--- config.mk ---
export PLATFORM = sky130hd
export DESIGN_NAME = ps2_mouse_cursor_tracker
export DESIGN_NICKNAME = d
export VERILOG_FILES = /design/src/rtl/ps2mct_pkg.sv /design/src/rtl/ps2mct_seg.sv /design/src/rtl/ps2_mouse_cursor_tracker.sv
export SDC_FILE = /design/constraint.sdc
export NUM_CORES = 1
export LEC_CHECK = 0
export BUFFER_PORTS_ARGS = -buffer_cell sky130_fd_sc_hd__buf_2
export CORE_MARGIN = 2
export CORE_UTILIZATION = 45
export CTS_CLUSTER_SIZE = 40
export DETAILED_ROUTE_END_ITERATION = 10
export PLACE_DENSITY = 0.7
export SLEW_MARGIN = 15
export SYNTH_ARGS = -nofsm -noshare
export SYNTH_HDL_FRONTEND = slang
export SYNTH_HIERARCHICAL = 1
export SYNTH_SLANG_ARGS = --single-unit
--- constraint.sdc ---
create_clock -name clock -period 13.2 [get_ports clock]
set_input_delay 2.64 -clock clock [delete_from_list [all_inputs] [get_ports clock]]
set_output_delay 2.64 -clock clock [all_outputs]
set_load 0.005 [all_outputs]
--- src/rtl/ps2mct_pkg.sv ---
// Shared types, constants and the seven-segment decode for the PS/2 cursor tracker.
package ps2mct_pkg;

   localparam int unsigned BYTE_W  = 8;
   localparam int unsigned POS_W   = 10;
   localparam int unsigned DIGITS  = 6;
   localparam int unsigned SEG_W   = 8;
   localparam int unsigned HEX_W   = DIGITS * SEG_W;
   localparam int unsigned CNT_W   = 2;

   localparam logic [BYTE_W-1:0] SELF_TEST_PASS = 8'hAA;
   localparam logic [BYTE_W-1:0] SELF_TEST_ID   = 8'h00;

   localparam logic [POS_W-1:0] MAX_X_RESET = 10'd315;
   localparam logic [POS_W-1:0] MAX_Y_RESET = 10'd235;

   localparam logic [CNT_W-1:0] CNT_REALIGN = 2'd1;
   localparam logic [CNT_W-1:0] CNT_DONE    = 2'd3;

   typedef enum logic {
      REG_MAX_X = 1'b0,
      REG_MAX_Y = 1'b1
   } reg_sel_type;

   typedef struct packed {
      logic [HEX_W-1:0] hex_segments;
      logic [POS_W-1:0] cursor_y;
      logic [POS_W-1:0] cursor_x;
      logic             packet_done;
      logic             send_enable;
   } rsp_type;

   function automatic logic [SEG_W-1:0] seg_decode(input logic [3:0] nibble);
      logic [SEG_W-1:0] code;
      case (nibble)
         4'h0: code = 8'h3F;
         4'h1: code = 8'h06;
         4'h2: code = 8'h5B;
         4'h3: code = 8'h4F;
         4'h4: code = 8'h66;
         4'h5: code = 8'h6D;
         4'h6: code = 8'h7D;
         4'h7: code = 8'h07;
         4'h8: code = 8'h7F;
         4'h9: code = 8'h67;
         4'hA: code = 8'h77;
         4'hB: code = 8'h7C;
         4'hC: code = 8'h39;
         4'hD: code = 8'h5E;
         4'hE: code = 8'h79;
         default: code = 8'h71;
      endcase
      return code;
   endfunction

endpackage

--- src/rtl/ps2mct_seg.sv ---
// Seven-segment patterns for the six hex digits of the three most recent bytes.
module ps2mct_seg (
   input  logic [3*ps2mct_pkg::BYTE_W-1:0] word,
   output logic [ps2mct_pkg::HEX_W-1:0]    segments
);

   for (genvar k = 0; k < ps2mct_pkg::DIGITS; k++) begin : g_digit
      assign segments[k*ps2mct_pkg::SEG_W +: ps2mct_pkg::SEG_W] =
         ps2mct_pkg::seg_decode(word[4*k +: 4]);
   end

endmodule

--- src/rtl/ps2_mouse_cursor_tracker.sv ---
// PS/2 mouse cursor tracker: byte history, packet alignment, clamped cursor and display codes.
//
// Each accepted byte produces one result in the result register; a new byte can be taken every
// cycle as long as the result register is empty or being drained in the same cycle, so
// the rate is one byte per clock, set only by the single result register and rsp_tready.
// Results carry the hex display codes of the three latest bytes, the cursor position
// (updated on every third byte of a packet, clamped to 0..max_x / 0..max_y), packet_done
// on rsp_tlast, and send_enable when the self-test sequence AA 00 is seen, which also
// realigns packet counting so that the next byte closes a packet. max_x and max_y are written
// through the csr port at byte addresses 0 and 4, by the user only while the block is idle
// (the block does not enforce this); a lowered limit takes effect at the next packet end.
module ps2_mouse_cursor_tracker (
   input  logic        clock,
   input  logic        reset,
   input  logic        req_tvalid,
   output logic        req_tready,
   input  logic [7:0]  req_tdata,    // [7:0] rx_byte
   output logic        rsp_tvalid,
   input  logic        rsp_tready,
   output logic [71:0] rsp_tdata,    // [0] send_enable, [10:1] cursor_x, [20:11] cursor_y,
                                     // [68:21] hex_segments, [71:69] zero
   output logic        rsp_tlast,    // packet_done
   input  logic        csr_psel,
   input  logic        csr_penable,
   input  logic        csr_pwrite,
   input  logic [2:0]  csr_paddr,
   input  logic [31:0] csr_pwdata,
   output logic [31:0] csr_prdata,
   output logic        csr_pready
);

   localparam int unsigned BW = ps2mct_pkg::BYTE_W;
   localparam int unsigned PW = ps2mct_pkg::POS_W;
   localparam int unsigned CW = ps2mct_pkg::CNT_W;
   localparam int unsigned SW = PW + 2;

   logic [PW-1:0] max_x_ff, max_x_in;
   logic [PW-1:0] max_y_ff, max_y_in;
   logic [BW-1:0] older_byte_ff, older_byte_in;
   logic [BW-1:0] newer_byte_ff, newer_byte_in;
   logic [CW-1:0] byte_count_ff, byte_count_in;
   logic [PW-1:0] pos_x_ff, pos_x_in;
   logic [PW-1:0] pos_y_ff, pos_y_in;
   logic          rsp_valid_ff, rsp_valid_in;
   ps2mct_pkg::rsp_type rsp_ff, rsp_in;

   logic                    req_accept;
   logic                    csr_write;
   ps2mct_pkg::reg_sel_type csr_sel;
   logic [BW-1:0]           rx_byte;
   logic                    self_test;
   logic [CW-1:0]           cnt_base;
   logic [CW-1:0]           cnt_next;
   logic                    done;
   logic signed [BW:0]      dx_adj;
   logic signed [BW:0]      dy_adj;
   logic signed [BW-1:0]    dx;
   logic signed [BW-1:0]    dy;
   logic signed [SW-1:0]    sum_x;
   logic signed [SW-1:0]    sum_y;
   logic [ps2mct_pkg::HEX_W-1:0] segments;

   assign csr_pready = 1'b1;
   assign csr_sel    = ps2mct_pkg::reg_sel_type'(csr_paddr[2]);
   assign csr_write  = csr_psel && csr_penable && csr_pwrite && csr_pready;

   always_comb begin
      unique case (csr_sel)
         ps2mct_pkg::REG_MAX_X: csr_prdata = {{(32-PW){1'b0}}, max_x_ff};
         ps2mct_pkg::REG_MAX_Y: csr_prdata = {{(32-PW){1'b0}}, max_y_ff};
         default:               csr_prdata = '0;
      endcase
   end

   always_comb begin
      max_x_in = max_x_ff;
      max_y_in = max_y_ff;
      if (csr_write) begin
         unique case (csr_sel)
            ps2mct_pkg::REG_MAX_X: max_x_in = csr_pwdata[PW-1:0];
            ps2mct_pkg::REG_MAX_Y: max_y_in = csr_pwdata[PW-1:0];
            default: ;
         endcase
      end
   end

   assign req_tready = !rsp_valid_ff || rsp_tready;
   assign req_accept = req_tvalid && req_tready;
   assign rx_byte    = req_tdata;

   ps2mct_seg u_seg (
      .word     ({older_byte_ff, newer_byte_ff, rx_byte}),
      .segments (segments)
   );

   assign self_test = (newer_byte_ff == ps2mct_pkg::SELF_TEST_PASS) &&
                      (rx_byte == ps2mct_pkg::SELF_TEST_ID);
   assign cnt_base  = self_test ? ps2mct_pkg::CNT_REALIGN : byte_count_ff;
   assign cnt_next  = cnt_base + CW'(1);
   assign done      = (cnt_next == ps2mct_pkg::CNT_DONE);

   // halve toward zero: bias negatives by one before the arithmetic shift
   assign dx_adj = $signed({newer_byte_ff[BW-1], newer_byte_ff}) +
                   $signed({{BW{1'b0}}, newer_byte_ff[BW-1]});
   assign dy_adj = $signed({rx_byte[BW-1], rx_byte}) +
                   $signed({{BW{1'b0}}, rx_byte[BW-1]});
   assign dx     = dx_adj[BW:1];
   assign dy     = dy_adj[BW:1];

   assign sum_x = $signed({2'b00, pos_x_ff}) + SW'(dx);
   assign sum_y = $signed({2'b00, pos_y_ff}) - SW'(dy);

   always_comb begin
      older_byte_in = older_byte_ff;
      newer_byte_in = newer_byte_ff;
      byte_count_in = byte_count_ff;
      pos_x_in      = pos_x_ff;
      pos_y_in      = pos_y_ff;
      rsp_in        = rsp_ff;
      rsp_valid_in  = rsp_valid_ff && !rsp_tready;
      if (req_accept) begin
         older_byte_in = newer_byte_ff;
         newer_byte_in = rx_byte;
         byte_count_in = done ? '0 : cnt_next;
         if (done) begin
            if (sum_x > $signed({2'b00, max_x_ff})) begin
               pos_x_in = max_x_ff;
            end else if (sum_x < 0) begin
               pos_x_in = '0;
            end else begin
               pos_x_in = sum_x[PW-1:0];
            end
            if (sum_y > $signed({2'b00, max_y_ff})) begin
               pos_y_in = max_y_ff;
            end else if (sum_y < 0) begin
               pos_y_in = '0;
            end else begin
               pos_y_in = sum_y[PW-1:0];
            end
         end
         rsp_in.send_enable  = self_test;
         rsp_in.packet_done  = done;
         rsp_in.cursor_x     = pos_x_in;
         rsp_in.cursor_y     = pos_y_in;
         rsp_in.hex_segments = segments;
         rsp_valid_in        = 1'b1;
      end
   end

   always_ff @(posedge clock) begin
      if (reset) begin
         max_x_ff      <= ps2mct_pkg::MAX_X_RESET;
         max_y_ff      <= ps2mct_pkg::MAX_Y_RESET;
         older_byte_ff <= '0;
         newer_byte_ff <= '0;
         byte_count_ff <= '0;
         pos_x_ff      <= '0;
         pos_y_ff      <= '0;
         rsp_valid_ff  <= 1'b0;
      end else begin
         max_x_ff      <= max_x_in;
         max_y_ff      <= max_y_in;
         older_byte_ff <= older_byte_in;
         newer_byte_ff <= newer_byte_in;
         byte_count_ff <= byte_count_in;
         pos_x_ff      <= pos_x_in;
         pos_y_ff      <= pos_y_in;
         rsp_valid_ff  <= rsp_valid_in;
      end
   end

   always_ff @(posedge clock) begin
      rsp_ff <= rsp_in;
   end

   assign rsp_tvalid = rsp_valid_ff;
   assign rsp_tlast  = rsp_ff.packet_done;
   assign rsp_tdata  = {3'b000, rsp_ff.hex_segments, rsp_ff.cursor_y, rsp_ff.cursor_x,
                        rsp_ff.send_enable};

   a_count_range: assert property (@(posedge clock) disable iff (reset)
      byte_count_ff != ps2mct_pkg::CNT_DONE)
      else $error("packet counter reached its terminal value");

   a_enable_not_done: assert property (@(posedge clock) disable iff (reset)
      (rsp_valid_ff && rsp_ff.send_enable) |-> !rsp_ff.packet_done)
      else $error("self-test transaction closed a packet");

   a_accept_valid: assert property (@(posedge clock) disable iff (reset)
      req_accept |=> (rsp_valid_ff && rsp_ff.cursor_x == pos_x_ff &&
                      rsp_ff.cursor_y == pos_y_ff))
      else $error("result missing or cursor out of step after transaction");

   a_clamp_x: assert property (@(posedge clock) disable iff (reset)
      (req_accept && done) |=> (pos_x_ff <= $past(max_x_ff) && pos_y_ff <= $past(max_y_ff)))
      else $error("cursor above limit after packet");

endmodule

Yosys cells after proc, flatten, opt, wreduce, memory -nomap -nowiden:

Memory sizes are Yosys's and may differ from the RTL's. A register that Yosys moved wholly into a read port is not among the register bits.
Index checks and enable logic that the tools add are counted.

* register bits: 129
* ROM bits: 672
* input bits: 50
* output and inout port bits: 108
* word-level logic and storage cells: 52
* memories kept: 6

* add/sub/neg operators: 5
* order comparisons: 4
* eq/ne operators: 2
* muxes and demuxes: 10
* bitwise logic cells: 1
* reductions and logical operators: 11

Memories
* (name not given): depth 16, width 7, read ports 1, clocked after memory_dff 1, write ports 0, RTL line ps2mct_pkg.sv:35 `case (nibble)`
* (name not given): depth 16, width 7, read ports 1, clocked after memory_dff 1, write ports 0, RTL line ps2mct_pkg.sv:35
* (name not given): depth 16, width 7, read ports 1, clocked after memory_dff 1, write ports 0, RTL line ps2mct_pkg.sv:35
* (name not given): depth 16, width 7, read ports 1, clocked after memory_dff 1, write ports 0, RTL line ps2mct_pkg.sv:35
* (name not given): depth 16, width 7, read ports 1, clocked after memory_dff 1, write ports 0, RTL line ps2mct_pkg.sv:35
* (name not given): depth 16, width 7, read ports 1, clocked after memory_dff 1, write ports 0, RTL line ps2mct_pkg.sv:35

Operator list (number)
* 32-bit case mux with 2 select lines: 1
* 10-bit 2-to-1 mux: 6
* 12-bit by 11-bit > comparator with 1-bit output: 2
* 12-bit by 1-bit < comparator with 1-bit output, second input constant: 2
* 8-bit by 2-bit adder with 9-bit output: 2
* 11-bit by 8-bit adder with 12-bit output: 1
* 11-bit by 8-bit subtractor with 12-bit output: 1
* 8-bit == test, second input constant: 1
* 8-bit logical NOT: 1
* 1-bit logical AND: 5
* 2-bit 2-to-1 mux: 2
* 2-bit AND reduction: 2
* 2-bit by 1-bit adder with 2-bit output, second input constant: 1
* 2-bit == test, second input constant: 1
* 1-bit logical NOT: 2
* 1-bit logical OR: 1
* 1-bit 2-to-1 mux: 1
* 1-bit inverter: 1

Logic depth before layout (Yosys ltp):

* depth after elaboration: 6
* depth in mapped cells: 21
* depth with buffers taken out: 20

By module:

The synthesis kept the hierarchy.

Modules (own cells, without submodules)
* ps2_mouse_cursor_tracker: instances 1, cells each 643, area an instance 6622.6 µm²
* ps2mct_seg: instances 1, cells each 229, area an instance 1650.3 µm²

Worst setup path after synthesis:

OpenSTA, ideal clock, no wires.

* kind: in2reg
* start point: in req_tdata[0]
* end point: reg rsp_ff, in the netlist rsp_tdata[11], data pin
* arrival time: 5818 ps
* path slack: 7116 ps
* stages: 21
* path through: and2_1 > ha_1 > nand3_1 > nor2_1 > xnor2_1 > ha_1 > or2_2 > a21oi_1 > a21oi_4 > nand4_1 > o21ai_0 > xor2_1 > ha_1 > nand4_1 > nor2_1 > a21oi_1 > a32o_1 > o311a_1 > buf_6 > a32oi_2 > o21ai_1

* cells in the longest elaborated chain, start to end: 6
* elaborated cells between the ends (all ways): 12

RTL lines
* from (decl): RTL line ps2_mouse_cursor_tracker.sv:17 `input logic [7:0] req_tdata,`
* 8-bit by 2-bit adder with 9-bit output / 8-bit logical NOT (equally long branches): RTL line ps2_mouse_cursor_tracker.sv:105, ps2_mouse_cursor_tracker.sv:97
* 11-bit by 8-bit subtractor with 12-bit output / 1-bit logical AND (equally long branches): RTL line ps2_mouse_cursor_tracker.sv:111, ps2_mouse_cursor_tracker.sv:96
* 12-bit by 1-bit < comparator with 1-bit output / 2-bit 2-to-1 mux (equally long branches): RTL line ps2_mouse_cursor_tracker.sv:135, ps2_mouse_cursor_tracker.sv:98
* 10-bit 2-to-1 mux / 2-bit by 1-bit adder with 2-bit output (equally long branches): RTL line ps2_mouse_cursor_tracker.sv:135, ps2_mouse_cursor_tracker.sv:99
* 10-bit 2-to-1 mux / 2-bit == test (equally long branches): RTL line ps2_mouse_cursor_tracker.sv:133, ps2_mouse_cursor_tracker.sv:100
* 10-bit 2-to-1 mux (*): RTL line ps2_mouse_cursor_tracker.sv:125 `if (done) begin`
* to (signal assigned): RTL line ps2_mouse_cursor_tracker.sv:173 `rsp_ff <= rsp_in;`
* to (decl): RTL line ps2_mouse_cursor_tracker.sv:45 `ps2mct_pkg::rsp_type rsp_ff, rsp_in;`

Every way passes the cells marked *; elsewhere a longest branch is shown, timed or not.
A chain may end at the register's enable or synchronous reset.

Worst setup path in the final report:

* start point: in req_tdata[7]
* end point: reg rsp_ff, in the netlist rsp_tdata[20], data pin

The elaborated chain is that of the path after synthesis.

==> flow_metrics.env <==
export IMPL_status="complete, no violations"
export IMPL_peakVddDrop_v=0.0000948
export IMPL_drv_cap=0
export IMPL_setup_slack_ns=6.27
export IMPL_die_x_um=140
export IMPL_yosys_warnings=6
export IMPL_postCtsHoldBufs=0
export IMPL_fp_row_count=49
export IMPL_antenna_cells=0
export IMPL_grt_max_degree=58
export IMPL_cp_arrival_ns=7.19
export IMPL_power_uw=1140
export IMPL_cts_path_max_buffers=2
export IMPL_crit_top_cell="ha_1"
export IMPL_drc=0
export IMPL_synth_cell_types=70
export IMPL_worstMarginPinSlew_ns=1.05
export IMPL_vias_per_cell=5.30
export IMPL_routabilityCongestion=0.867
export IMPL_crit_path_end_kind="flip-flop"
export IMPL_fp_dieH_um=140
export IMPL_synth_edf_count=70
export IMPL_slew_viol_final=0
export IMPL_synthFlopType="edfxtp_1"
export IMPL_cts_buffers=17
export IMPL_synthCells=872
export IMPL_pwr_share_comb_pct=15.5
export IMPL_grt_first_pass_wirelength_um=29100
export IMPL_min_period_over_period_pct=52.5
export IMPL_max_stage_delay_ns=0.61
export IMPL_critPathTopFamily="simple AND/OR/NAND/NOR gates"
export IMPL_placed_cell_area_sq_mm=0.00878
export IMPL_io_buffer_count=107
export IMPL_io_pin_count=158
export IMPL_path_max_fanout=16
export IMPL_async_flop_share_pct=0
export IMPL_worstSkewPairLatency_ns=0.42
export IMPL_hpwl_um=12800
export IMPL_core_sq_mm=0.0180
export IMPL_initial_core_util_pct=45.9
export IMPL_cts_root_buf="clkbuf_16"
export IMPL_tns_ns=0
export IMPL_path_cells="buf_2, and2_1, ha_1, nand3_1, nor2_1, xnor2_1, ha_1, or2_2, a21oi_1, a21oi_4, nand4_1, o21ai_0, xor2_1, ha_1, nand4_1, nor2_1, a32o_1, nand3_1, or4_4, a31oi_1"
export IMPL_crit_buf_inv=1
export IMPL_p_int_uw=852
export IMPL_post_cts_resized=0
export IMPL_syn_area_sq_mm=0.00827
export IMPL_grt_pass1_vias=5969
export IMPL_die_area_sq_mm=0.0195
export IMPL_critPathSlowestCell="or4_4"
export IMPL_finalHoldViolations=0
export IMPL_clk_pin_slew_ns=0.06
export IMPL_grt_usage_pct=18.4
export IMPL_pwr_share_clk_pct=43.9
export IMPL_avgSynthCellArea_sq_um=9.49
export IMPL_nets=1099
export IMPL_cp_start_kind="primary input"
export IMPL_fin_area_sq_mm=0.00942
export IMPL_skew_ns=0.00610
export IMPL_critPathKind="in2reg"
export IMPL_slew_headroom_pct=30.2
export IMPL_netSwitchingPower_uw=292
export IMPL_drt_first_iter_violations=412
export IMPL_setup_violations=0
export IMPL_power_switching_share_pct=25.5
export IMPL_ys_seq_area_share_pct=39.7
export IMPL_leakagePower_uw=0.00387
export IMPL_drive_gt1_share_pct=16.6
export IMPL_antenna_left=0
export IMPL_routedWlPerCell_um=14.8
export IMPL_antenna_found_initial=0
export IMPL_vias=6376
export IMPL_dr_pass1_iters=5
export IMPL_grt_overflow_total=0
export IMPL_hold_path_class="reg2reg"
export IMPL_cts_sinks=129
export IMPL_finalCriticalPeriod_ns=6.93
export IMPL_rsz0062_at_grt="no"
export IMPL_cts_setup_buffers=0
export IMPL_seq_power_share_pct=40.6
export IMPL_wl_um=17800
export IMPL_cts_tree="yes"
export IMPL_area_growth_pct=13.8
export IMPL_power_density_mw_per_mm2=121
export IMPL_critical_path_required_ns=13.46
export IMPL_h_tree_depth=4
export IMPL_pre_cts_slack_ns=5.90
export IMPL_ys_ff_latch=129
export IMPL_fmax_ghz=0.144
[kinds of logic after synthesis]
family	after synthesis	share of synthesized area (%)
AO/OA/AOI/OAI	218	18.1
XOR/XNOR	26	2.75
adder cells (fa/ha/maj)	87	13.3
buffers and inverters	125	7.91
flip-flops	129	39.7
multiplexers	28	3.54
other	3	0.136
AND/OR/NAND/NOR	256	14.5
[cell usage after synthesis (3+ instances only)]
cell type,number,area share [%]
nand2_1,95,4.3
ha_1,85,13
edfxtp_1,70,25
nor2_1,69,3.1
a21oi_1,61,3.7
dfxtp_1,59,14
inv_1,58,2.6
buf_4,35,3.2
o21ai_0,34,2.1
mux2i_1,24,2.9
nor2b_1,23,1.7
a211oi_1,17,1.5
o21ai_1,17,1.0
xnor2_1,17,1.8
clkbuf_1,16,0.73
nand3_1,16,0.97
a211o_1,11,1.2
nor3_1,10,0.60
o21a_1,10,0.91
o2bb2ai_1,10,1.1
nand2b_1,9,0.68
xor2_1,9,0.95
a22oi_1,8,0.73
a31oi_1,8,0.60
a32oi_2,8,1.6
buf_2,7,0.42
nand4_1,7,0.53
buf_6,6,0.82
and3_1,5,0.38
nor4b_1,4,0.42
o211ai_1,4,0.36
a21o_1,3,0.27
a22o_1,3,0.32
and2_1,3,0.23
conb_1,3,0.14
nand3b_1,3,0.27
o221ai_1,3,0.32
[registers in the layout (all words and copies together), names as in the netlist]
register	count
max_x_ff	10
byte_count_ff	2
rsp_tdata	69
pos_y_ff	10
max_y_ff	10
rsp_tvalid	1
pos_x_ff	10
newer_byte_ff	8
older_byte_ff	8
rsp_tlast	1
[cell type report]
cell class,count,area [sq um]
multi-input combinational,647,4450
sequential,129,3280
clock buffer,23,479
inverter,59,223
tap,229,287
timing repair buffer,108,543
clock inverter,9,153
fill,1684,8610
[per-layer routing]
metal,global-route usage (%),wire length (um),up-vias
li1,-,-,3218
met1,24.4,8380,2954
met2,30.1,8270,188
met3,3.92,932,16
met4,6.11,215,0
met5,0,0,-
[cell usage in the layout (no fill, tap or decap), drive strengths merged, types with 24 or more instances in the layout]
| cell type | instances |
|---|---|
| nand2 | 96 |
| dfxtp | 59 |
| conb | 32 |
| nor2b | 25 |
| edfxtp | 70 |
| mux2i | 24 |
| a21oi | 63 |
| ha | 85 |
| buf | 108 |
| nor2 | 70 |
| inv | 58 |
| o21ai | 52 |
[power by group through the flow]
| stage | Combinational (uW) | Clock, uW | Sequential [uW] |
|---|---|---|---|
| 2_1_floorplan | 137 | 0 | 469 |
| 3_3_place_gp | 173 | 0 | 472 |
| 3_5_place_dp | 176 | 0 | 473 |
| 4_1_cts | 177 | 512 | 464 |
| 5_1_grt | 199 | 530 | 467 |
| 6_report | 177 | 502 | 464 |
[stage by stage]
stage               hold WS, ns  std cells  util (%)
global route              0.513       1204      52.2
finish                    0.491       1204      52.2
floorplan                 0.437        901         -
CTS                       0.498       1204      52.2
global placement          0.481       1172      48.7
detailed placement        0.488       1172      48.7
[final timing paths]
check	slack, ns	start	cells past startpoint	endpoint
hold / removal	0.49	pos_x_ff[9]	1	pos_x_ff[9]
setup reg to reg	8.57	newer_byte_ff[7]	16	rsp_tdata[5]
setup / recovery	6.27	req_tdata[7]	20	rsp_tdata[20]
hold reg to reg	0.49	pos_x_ff[9]	1	pos_x_ff[9]
Note: power is estimated with default switching activity, not from simulation.
